`src/hw/rtl/cml_pkg.sv`:
```
// Package with the request, result and job types and the calendar tables.
package cml_pkg;

    // Month numbers.
    localparam logic [3:0] MON_JAN = 4'd1;
    localparam logic [3:0] MON_FEB = 4'd2;
    localparam logic [3:0] MON_MAR = 4'd3;
    localparam logic [3:0] MON_APR = 4'd4;
    localparam logic [3:0] MON_MAY = 4'd5;
    localparam logic [3:0] MON_JUN = 4'd6;
    localparam logic [3:0] MON_JUL = 4'd7;
    localparam logic [3:0] MON_AUG = 4'd8;
    localparam logic [3:0] MON_SEP = 4'd9;
    localparam logic [3:0] MON_OCT = 4'd10;
    localparam logic [3:0] MON_NOV = 4'd11;
    localparam logic [3:0] MON_DEC = 4'd12;

    // Last weekday of a row (Saturday).
    localparam logic [2:0] WD_SAT = 3'd6;

    // Reciprocal of 100 for values below 43699: x / 100 == (x * 5243) >> 19.
    localparam logic [12:0] RECIP_100 = 13'd5243;
    localparam int          RECIP_SHIFT = 19;

    // Depth of the job queue between front and back.
    localparam int QUEUE_DEPTH = 2;
    localparam int QUEUE_PTR_W = $clog2(QUEUE_DEPTH);
    localparam int QUEUE_CNT_W = $clog2(QUEUE_DEPTH + 1);

    typedef struct packed {
        logic [3:0]  month;
        logic [13:0] year;
    } t_req;

    typedef struct packed {
        logic [4:0] day_number;
        logic [2:0] weekday;
        logic       ends_week;
        logic [4:0] month_length;
        logic       bad_month;
        logic       last;
    } t_res;

    // One classified month, ready to be laid out.
    typedef struct packed {
        logic       bad_month;
        logic [4:0] month_length;
        logic [2:0] start_wd;
    } t_job;

    // Transfer from the front into the queue.
    typedef struct packed {
        logic valid;
        t_job job;
    } t_push;

    // Head of the queue as seen by the back part.
    typedef struct packed {
        logic avail;
        t_job job;
    } t_head;

    // Days in a valid month.
    function automatic logic [4:0] month_days(input logic [3:0] month, input logic leap);
        logic [4:0] d;
        d = 5'd31;
        case (month)
            MON_FEB: d = leap ? 5'd29 : 5'd28;
            MON_APR, MON_JUN, MON_SEP, MON_NOV: d = 5'd30;
            default: d = 5'd31;
        endcase
        return d;
    endfunction

    // Zeller month term (13 * (m + 1)) / 5 for the shifted month 3..14.
    function automatic logic [5:0] zeller_month(input logic [3:0] mm);
        logic [5:0] t;
        t = 6'd0;
        case (mm)
            4'd3:    t = 6'd10;
            4'd4:    t = 6'd13;
            4'd5:    t = 6'd15;
            4'd6:    t = 6'd18;
            4'd7:    t = 6'd20;
            4'd8:    t = 6'd23;
            4'd9:    t = 6'd26;
            4'd10:   t = 6'd28;
            4'd11:   t = 6'd31;
            4'd12:   t = 6'd33;
            4'd13:   t = 6'd36;
            4'd14:   t = 6'd39;
            default: t = 6'd0;
        endcase
        return t;
    endfunction

    // Remainder modulo 7 of an 11-bit value; folds octal digits since 8 is 1 mod 7.
    function automatic logic [2:0] mod7(input logic [10:0] a);
        logic [4:0] f;
        logic [3:0] g;
        f = 5'(a[2:0]) + 5'(a[5:3]) + 5'(a[8:6]) + 5'(a[10:9]);
        g = 4'(f[2:0]) + 4'(f[4:3]);
        if (g >= 4'd7) begin
            g = g - 4'd7;
        end
        return g[2:0];
    endfunction

endpackage

```
`src/hw/rtl/cml_front.sv`:
```
// Front part: takes a request, classifies the month and finds its length and first weekday.
module cml_front (
    input  logic          i_clk,
    input  logic          i_rst_n,
    input  logic          start,
    output logic          busy,
    input  cml_pkg::t_req i_req,
    input  logic          i_queue_full,
    output cml_pkg::t_push o_push
);
    import cml_pkg::*;

    localparam logic [1:0] F_IDLE = 2'd0;
    localparam logic [1:0] F_DIV0 = 2'd1;
    localparam logic [1:0] F_DIV1 = 2'd2;
    localparam logic [1:0] F_PUSH = 2'd3;

    logic [1:0]  r_state, n_state;
    t_req        r_req;
    logic [14:0] r_yy;
    logic [3:0]  r_mm;
    logic [7:0]  r_j0;
    logic [7:0]  r_j;
    logic [4:0]  r_len;
    logic        r_bad;

    logic        accept;
    logic        bad;
    logic [26:0] prod0;
    logic [27:0] prod1;
    logic [6:0]  k0;
    logic        leap;
    logic [6:0]  k;
    logic [10:0] h_sum;

    assign busy   = (r_state != F_IDLE) || i_queue_full;
    assign accept = start && !busy;
    assign bad    = (i_req.month < MON_JAN) || (i_req.month > MON_DEC);

    // Control sequence: one request goes through the two divide steps, then into the queue.
    always_comb begin
        n_state = r_state;
        unique case (r_state)
            F_IDLE: if (accept) n_state = F_DIV0;
            F_DIV0: n_state = F_DIV1;
            F_DIV1: n_state = F_PUSH;
            F_PUSH: if (!i_queue_full) n_state = F_IDLE;
            default: n_state = F_IDLE;
        endcase
    end

    always_ff @(posedge i_clk) begin
        if (!i_rst_n) begin
            r_state <= F_IDLE;
        end else begin
            r_state <= n_state;
        end
    end

    // Capture the request and its validity.
    always_ff @(posedge i_clk) begin
        if (accept) begin
            r_req <= i_req;
            r_bad <= bad;
        end
    end

    // Step one: year / 100 for the leap rule; shift January and February to the prior year.
    assign prod0 = 27'(r_req.year) * 27'(RECIP_100);
    always_ff @(posedge i_clk) begin
        if (r_state == F_DIV0) begin
            r_j0 <= 8'(prod0 >> RECIP_SHIFT);
            if (r_req.month < MON_MAR) begin
                r_mm <= r_req.month + 4'd12;
                r_yy <= 15'(r_req.year) + 15'd399;
            end else begin
                r_mm <= r_req.month;
                r_yy <= 15'(r_req.year) + 15'd400;
            end
        end
    end

    // Step two: shifted year / 100 for Zeller's congruence, and the month length.
    assign prod1 = 28'(r_yy) * 28'(RECIP_100);
    assign k0    = 7'(15'(r_req.year) - 15'(r_j0) * 15'd100);
    assign leap  = (r_req.year[1:0] == 2'd0) && ((k0 != 7'd0) || (r_j0[1:0] == 2'd0));
    always_ff @(posedge i_clk) begin
        if (r_state == F_DIV1) begin
            r_j   <= 8'(prod1 >> RECIP_SHIFT);
            r_len <= month_days(r_req.month, leap);
        end
    end

    // Weekday of day 1: Zeller's h, moved so that Sunday is 0 (plus 6, mod 7).
    assign k     = 7'(r_yy - 15'(r_j) * 15'd100);
    assign h_sum = 11'd7 + 11'(zeller_month(r_mm)) + 11'(k) + 11'(k[6:2])
                 + 11'(r_j[7:2]) + 11'(r_j) * 11'd5;

    always_comb begin
        o_push.valid            = (r_state == F_PUSH) && !i_queue_full;
        o_push.job.bad_month    = r_bad;
        o_push.job.month_length = r_bad ? 5'd0 : r_len;
        o_push.job.start_wd     = r_bad ? 3'd0 : mod7(h_sum);
    end

endmodule

```
`src/hw/rtl/cml_queue.sv`:
```
// Short job queue between the front and back parts.
module cml_queue (
    input  logic           i_clk,
    input  logic           i_rst_n,
    input  cml_pkg::t_push i_push,
    input  logic           i_pop,
    output logic           o_full,
    output cml_pkg::t_head o_head
);
    import cml_pkg::*;

    t_job                   r_mem [QUEUE_DEPTH];
    logic [QUEUE_PTR_W-1:0] r_wr_ptr;
    logic [QUEUE_PTR_W-1:0] r_rd_ptr;
    logic [QUEUE_CNT_W-1:0] r_count;

    logic do_push;
    logic do_pop;

    assign o_full      = (r_count == QUEUE_CNT_W'(QUEUE_DEPTH));
    assign o_head.avail = (r_count != '0);
    assign o_head.job   = r_mem[r_rd_ptr];
    assign do_push     = i_push.valid && !o_full;
    assign do_pop      = i_pop && o_head.avail;

    // Storage write.
    always_ff @(posedge i_clk) begin
        if (do_push) begin
            r_mem[r_wr_ptr] <= i_push.job;
        end
    end

    // Pointers and fill count.
    always_ff @(posedge i_clk) begin
        if (!i_rst_n) begin
            r_wr_ptr <= '0;
            r_rd_ptr <= '0;
            r_count  <= '0;
        end else begin
            if (do_push) begin
                r_wr_ptr <= (r_wr_ptr == QUEUE_PTR_W'(QUEUE_DEPTH - 1)) ? '0 : r_wr_ptr + 1'b1;
            end
            if (do_pop) begin
                r_rd_ptr <= (r_rd_ptr == QUEUE_PTR_W'(QUEUE_DEPTH - 1)) ? '0 : r_rd_ptr + 1'b1;
            end
            if (do_push && !do_pop) begin
                r_count <= r_count + 1'b1;
            end else if (do_pop && !do_push) begin
                r_count <= r_count - 1'b1;
            end
        end
    end

endmodule

```
`src/hw/rtl/cml_back.sv`:
```
// Back part: walks through the days of a queued month, one result per cycle within a month.
module cml_back (
    input  logic           i_clk,
    input  logic           i_rst_n,
    input  cml_pkg::t_head i_head,
    output logic           o_pop,
    output logic           o_strobe,
    output cml_pkg::t_res  o_res
);
    import cml_pkg::*;

    logic       r_active;
    logic [4:0] r_day;
    logic [2:0] r_wd;
    logic [4:0] r_len;
    logic       r_bad;
    logic       r_strobe;
    t_res       r_res;

    logic       is_last;

    assign o_pop    = !r_active && i_head.avail;
    assign is_last  = r_bad || (r_day == r_len);
    assign o_strobe = r_strobe;
    assign o_res    = r_res;

    // Day counter control.
    always_ff @(posedge i_clk) begin
        if (!i_rst_n) begin
            r_active <= 1'b0;
            r_strobe <= 1'b0;
        end else begin
            r_strobe <= r_active;
            if (o_pop) begin
                r_active <= 1'b1;
            end else if (r_active && is_last) begin
                r_active <= 1'b0;
            end
        end
    end

    // Day and weekday counters; an invalid month gives one all-zero day.
    always_ff @(posedge i_clk) begin
        if (o_pop) begin
            r_bad <= i_head.job.bad_month;
            r_len <= i_head.job.month_length;
            r_wd  <= i_head.job.start_wd;
            r_day <= i_head.job.bad_month ? 5'd0 : 5'd1;
        end else if (r_active) begin
            r_day <= r_day + 5'd1;
            r_wd  <= (r_wd == WD_SAT) ? 3'd0 : r_wd + 3'd1;
        end
    end

    // Registered result for the current day.
    always_ff @(posedge i_clk) begin
        if (r_active) begin
            r_res.day_number   <= r_day;
            r_res.weekday      <= r_wd;
            r_res.ends_week    <= !r_bad && (r_wd == WD_SAT);
            r_res.month_length <= r_len;
            r_res.bad_month    <= r_bad;
            r_res.last         <= is_last;
        end
    end

endmodule

```
`src/hw/rtl/calendar_month_layout.sv`:
```
// Top level of the month layout block: front classifier, job queue and day sequencer.
// A request (month, year) is taken when start is high and busy is low. After that transfer
// the front part works through two reciprocal multiplies by 1/100, then the weekday sum,
// and places the month in a two-entry queue; it takes no new request before that month is
// in the queue, and busy is high while it works and while the queue is full.
// The back part then gives one result per cycle on o_res, marked by o_strobe, for day 1
// through the last day; the final result carries last. A month outside 1 to 12 gives a
// single result with bad_month and last set. With the back part idle, the first result
// of a month follows its request through the front steps, the queue and the back part's
// registers. The back part loads a month and then gives one result per day, taking the
// next month only after the last day, and that sets the sustained rate; results cannot be
// held off, so the receiver must take each one in the cycle it appears.
module calendar_month_layout (
    input  logic          i_clk,
    input  logic          i_rst_n,
    input  logic          start,
    output logic          busy,
    input  cml_pkg::t_req i_req,
    output logic          o_strobe,
    output cml_pkg::t_res o_res
);
    import cml_pkg::*;

    t_push push;
    t_head head;
    logic  queue_full;
    logic  pop;

    // Request intake and classification.
    cml_front u_front (
        .i_clk        (i_clk),
        .i_rst_n      (i_rst_n),
        .start        (start),
        .busy         (busy),
        .i_req        (i_req),
        .i_queue_full (queue_full),
        .o_push       (push)
    );

    // Queue of classified months.
    cml_queue u_queue (
        .i_clk   (i_clk),
        .i_rst_n (i_rst_n),
        .i_push  (push),
        .i_pop   (pop),
        .o_full  (queue_full),
        .o_head  (head)
    );

    // Day-by-day result generation.
    cml_back u_back (
        .i_clk    (i_clk),
        .i_rst_n  (i_rst_n),
        .i_head   (head),
        .o_pop    (pop),
        .o_strobe (o_strobe),
        .o_res    (o_res)
    );

`ifndef SYNTHESIS
    // The front never offers a month to a full queue.
    a_no_push_full: assert property (@(posedge i_clk) disable iff (!i_rst_n)
        push.valid |-> !queue_full)
        else $error("month pushed into full queue");

    // Days of one month come out in consecutive cycles.
    a_days_contiguous: assert property (@(posedge i_clk) disable iff (!i_rst_n)
        (o_strobe && !o_res.last)
        |=> (o_strobe && o_res.day_number == $past(o_res.day_number) + 5'd1))
        else $error("gap or skip inside a month");

    // An invalid month is a single closing result.
    a_bad_is_last: assert property (@(posedge i_clk) disable iff (!i_rst_n)
        (o_strobe && o_res.bad_month) |-> (o_res.last && o_res.day_number == 5'd0))
        else $error("bad month result malformed");

    // The last day of a valid month equals its length.
    a_last_day: assert property (@(posedge i_clk) disable iff (!i_rst_n)
        (o_strobe && !o_res.bad_month && o_res.last)
        |-> (o_res.day_number == o_res.month_length))
        else $error("last flag off the final day");

    // An accepted request keeps busy high in the following cycle.
    a_busy_after_accept: assert property (@(posedge i_clk) disable iff (!i_rst_n)
        (start && !busy) |=> busy)
        else $error("busy low right after accepting a request");
`endif

endmodule

```
`config.mk`:
```
export PLATFORM = sky130hd
export DESIGN_NAME = calendar_month_layout
export DESIGN_NICKNAME = d
export VERILOG_FILES = /design/src/hw/rtl/cml_pkg.sv /design/src/hw/rtl/cml_front.sv /design/src/hw/rtl/cml_queue.sv /design/src/hw/rtl/cml_back.sv /design/src/hw/rtl/calendar_month_layout.sv
export SDC_FILE = /design/constraint.sdc
export NUM_CORES = 1
export LEC_CHECK = 0
export BUFFER_PORTS_ARGS = -buffer_cell sky130_fd_sc_hd__buf_2
export CORE_MARGIN = 1
export CORE_UTILIZATION = 25
export DETAILED_ROUTE_END_ITERATION = 10
export PLACE_DENSITY = 0.44
export SLEW_MARGIN = 25
export SYNTH_ARGS = -nofsm -noshare
export SYNTH_HDL_FRONTEND = slang
export SYNTH_HIERARCHICAL = 1
export SYNTH_SLANG_ARGS = --single-unit
```
`constraint.sdc`:
```
create_clock -name i_clk -period 12.4 [get_ports i_clk]
set_input_delay 3.1 -clock i_clk [delete_from_list [all_inputs] [get_ports i_clk]]
set_output_delay 3.1 -clock i_clk [all_outputs]
set_load 0.02 [all_outputs]
```
==> results by stage <==
Global route:
- The initial antenna violation count was 0.
- Across every metal layer, demand over resource in global routing totals 0.110.
- The first global-routing pass estimated 45700 um of wire.
- The total grt overflow is 0.
- Entering global routing, the biggest net connects 31 pins.
- The number of global-route vias before repair is 8659.

Layout:
- The share of final-layout standard cells stronger than drive strength 1 is 0.0764.
- The count of placed standard cells in the final layout, fillers left out is 1924.
- From synthesis to final layout, the design area changed by 12.3%.
- The final-layout fill cell count is 5337.
- The sequential cells in the finished layout cover a total of 3330 sq um.
- Summing all multi-input logic gate instances after layout gives 8580 sq um.
- Measured on the finished design, the core utilization comes to 0.286.
- The number of inserted diodes is 0.
- The final layout net count is 1673.

Die:
- The area of the core is 51600 sq um.
- The number of placement rows is 83.
- The I/O pin total is 39.
- The full die area is 53500 sq um.
- The floorplan step set the die width to 231 um.
- The height of the die is 231 um.
- The initial utilization of the core area, before any placement, comes to 0.255.

Worst setup path:
- The worst setup path is launched from a flop.
- Data on the critical path is required at its endpoint by 12.55 ns.
- In this run the worst path has a maximum fanout of 5.
- The origin of the critical flop-to-flop path is u_front/r_yy[2].
- The slowest library cell on the worst path is sky130_fd_sc_hd__fa_1.
- The worst flop-to-flop path endpoint is u_queue/r_mem[1][1].
- The number of buffers and inverters on the critical path is 9.
- The flop-to-flop setup slack is 3.81 ns.
- The largest delay contributor family on the critical path is adder cells.
- The maximum cell stage delay along the critical path is 0.54 ns.
- The worst register-to-register path has a depth of 36.
- The critical path is of the flop to flop type.
- For the worst setup path, the data arrival time is 8.74 ns.
- The worst setup path is captured at a flop.

Hold path:
- The count of cells along the worst hold path is 0.
- The worst hold path belongs to the class flop to flop.
- The worst hold path begins at u_back/r_len[3].
- The worst-case hold path end point is u_back/o_res[5].

Yosys:
- The share of the Yosys chip area taken by registers is 0.254.
- Ranked by instance count, the synthesized netlist is headed by 319 x sky130_fd_sc_hd__inv_1, 259 x sky130_fd_sc_hd__ha_1, 162 x sky130_fd_sc_hd__fa_1, 101 x sky130_fd_sc_hd__edfxtp_1, 48 x sky130_fd_sc_hd__xnor2_1.
- The average cell area after synthesis is 11.2 sq um.
- The number of enable-type register cells in the synthesized netlist is 101.
- In the synthesized netlist the async set-or-reset flop fraction comes to 0.
- Synthesis produced a netlist with a net count of 1619.
- The share of synthesized area in the top cell type comes to 0.247.
- For this run, the leading register cell type out of synthesis is sky130_fd_sc_hd__edfxtp_1.
- In the post-synthesis netlist, the cell with the most instances is sky130_fd_sc_hd__inv_1.
- Yosys attributes the largest share of cell area to sky130_fd_sc_hd__fa_1 25%, sky130_fd_sc_hd__ha_1 25%, sky130_fd_sc_hd__edfxtp_1 23%, sky130_fd_sc_hd__inv_1 9.1%, sky130_fd_sc_hd__xnor2_1 3.2%.
- In this run, distinct cell masters in the synthesized netlist total 63.
- In this run, synthesis produced a sequential element count of 116.
- The most area-hungry cell type in the Yosys netlist is sky130_fd_sc_hd__fa_1.
- The cell area that synthesis handed to floorplanning was 13100 sq um.
- During synthesis, Yosys emitted a total of 6 warnings.
- The cell count after synthesis came out at 1177.

Drt:
- After detailed routing, the average wire length per cell comes to 14.1 um.
- The first routing iteration left 278 violations.
- The number of design rule violations left after detail routing is 0.
- The first detailed-routing pass ran for 6 iterations.
- Dividing the detail-routed via count by the number of cells gives 4.07.
- The wire length reported by the detailed router is 27100 um.
- The via count is 7830.
- The detail route stage leaves a number of antenna-violating nets equal to 0.

CTS:
- After clock tree synthesis, the flow added hold-fix buffers numbering 0.
- Once the clock tree was built, the setup fixing pass inserted 0 buffers.
- The clock edge transition at the registers on the reported setup and hold paths is 0.06 ns.
- Counting along the longest clock path gives a buffer depth of 2.
- TritonCTS built the clock tree.
- The clock insertion delay at the later pin of the skew report is 0.43 ns.
- Gates resized during post-CTS repair numbered 0.
- The TritonCTS sink count is 116.
- In this run, CTS created clock tree buffers numbering 17.
- The clock root buffer is sky130_fd_sc_hd__clkbuf_16.
- CTS built an H-tree with a depth of 4.

STA:
- Setup violations remaining at the end of the flow were counted as 0.
- The total negative slack for setup checks is 0 ns.
- Based on the critical path, the design can be clocked at up to 0.116 GHz.
- The number of slew-limit violations in the final report is 0.
- The worst slew margin relative to its limit is 0.444.
- The share of the cycle needed by the critical path after routing is 0.693.
- The largest clock skew in the final design is 0.0137 ns.
- For the pin with the worst max-slew slack, the measured transition is 0.833 ns.
- The final-report hold violation count is 0.
- The final critical-path required period is 8.59 ns.
- Setup repair after global routing left no endpoint under its margin.

Placed design:
- The number of buffers inserted by port buffering is 38.
- The HPWL after detailed placement is 22800 um.
- The weighted congestion at the end of routability-driven global placement is 0.783.
- The instance count after placement with tap cells included is 1892.

Run status:
- The flow ran to the end, and the final reports show no timing, DRC or antenna violations.

Flow run:
- The max-capacitance violation count is 0.
[cell type report]
| type | instances | share of cell area |
|---|---|---|
| Sequential cell | 116 | 0.226 |
| Clock inverter | 14 | 0.0102 |
| Multi-Input combinational cell | 735 | 0.582 |
| Clock buffer | 18 | 0.0291 |
| Tap cell | 680 | 0.0576 |
| Inverter | 320 | 0.0814 |
| Timing Repair Buffer | 41 | 0.0144 |
[cell usage in the layout, fill, tap and decap left out, types with 4 or more instances in the layout]
cell type / count
sky130_fd_sc_hd__nor2b_1: 8
sky130_fd_sc_hd__nand4_1: 4
sky130_fd_sc_hd__a211oi_1: 4
sky130_fd_sc_hd__o21ai_0: 17
sky130_fd_sc_hd__nand2b_1: 5
sky130_fd_sc_hd__inv_6: 5
sky130_fd_sc_hd__nor3_1: 8
sky130_fd_sc_hd__buf_2: 38
sky130_fd_sc_hd__nand3_1: 11
sky130_fd_sc_hd__a21oi_1: 41
sky130_fd_sc_hd__dfxtp_1: 15
sky130_fd_sc_hd__inv_1: 319
sky130_fd_sc_hd__o22ai_1: 5
sky130_fd_sc_hd__mux2i_1: 5
sky130_fd_sc_hd__a21boi_0: 4
sky130_fd_sc_hd__fa_1: 162
sky130_fd_sc_hd__edfxtp_1: 101
sky130_fd_sc_hd__a21o_1: 11
sky130_fd_sc_hd__nor2_1: 27
sky130_fd_sc_hd__nand2_1: 35
sky130_fd_sc_hd__clkbuf_16: 17
sky130_fd_sc_hd__ha_1: 259
sky130_fd_sc_hd__o21bai_1: 4
sky130_fd_sc_hd__xor2_1: 19
sky130_fd_sc_hd__mux2_2: 9
sky130_fd_sc_hd__and2_1: 4
sky130_fd_sc_hd__xnor2_1: 48
[layer usage]
metal  GRT usage  up-vias  part of all wire
met2       0.186       55              0.49
met1       0.149     3861              0.49
met3      0.0149       21             0.012
met4      0.0250        0             0.011
met5           0        -                 0
li1            -     3893                 -
[worst max-delay path by stage]
| stage | startpoint | endpoint | slack (ns) | depth (start not counted) |
|---|---|---|---|---|
| after floorplan | u_front/r_yy[2] | u_queue/r_mem[0][1] | 4.28 | 35 |
| after global placement | u_front/r_yy[2] | u_queue/r_mem[0][1] | 3.89 | 36 |
| after detailed placement | u_front/r_yy[2] | u_queue/r_mem[0][1] | 3.76 | 36 |
| after CTS | u_front/r_yy[2] | u_queue/r_mem[1][1] | 3.74 | 36 |
| after global routing | u_front/r_yy[2] | u_queue/r_mem[1][1] | 3.10 | 36 |
| final | u_front/r_yy[2] | u_queue/r_mem[1][1] | 3.81 | 36 |
[kinds of logic (layout without fill, tap and decap cells)]
logic type / count (synthesis) / in the layout / share of synthesized area
buffers and inverters: 326 / 393 / 0.0941
multiplexers: 15 / 15 / 0.0132
XOR/XNOR: 67 / 67 / 0.0446
AO/OA/AOI/OAI: 114 / 114 / 0.0575
flip-flops: 116 / 116 / 0.254
AND/OR/NAND/NOR: 118 / 118 / 0.0439
adder cells (fa/ha/maj): 421 / 421 / 0.493
[state kept, by name, summed over array words and instances (netlist names), named ones only]
register / count
u_front/r_len: 2
u_front/r_yy: 15
u_back/r_wd: 3
u_back/r_len: 5
u_front/r_mm: 4
u_back/r_active: 1
u_front/r_req: 18
u_queue/r_mem: 18
u_queue/r_count: 2
u_queue/r_rd_ptr: 1
u_queue/r_wr_ptr: 1
u_back/o_res: 16
u_back/r_day: 5
u_back/o_strobe: 1
u_back/r_bad: 1
u_front/r_j: 8
u_front/r_state: 2
u_front/r_bad: 1
u_front/r_j0: 5
[metrics by stage]
step	hold slack (ns)	instance area (sq um)	worst slack, ns
floorplan	0.447	13100	4.28
global placement	0.494	14200	3.89
detailed placement	0.482	14200	3.76
CTS	0.494	14800	3.74
global route	0.499	14800	3.10
finish	0.488	14800	3.81
Power is not shown: default switching activity piles up to over one toggle a cycle in this logic, so the estimate is an artifact.
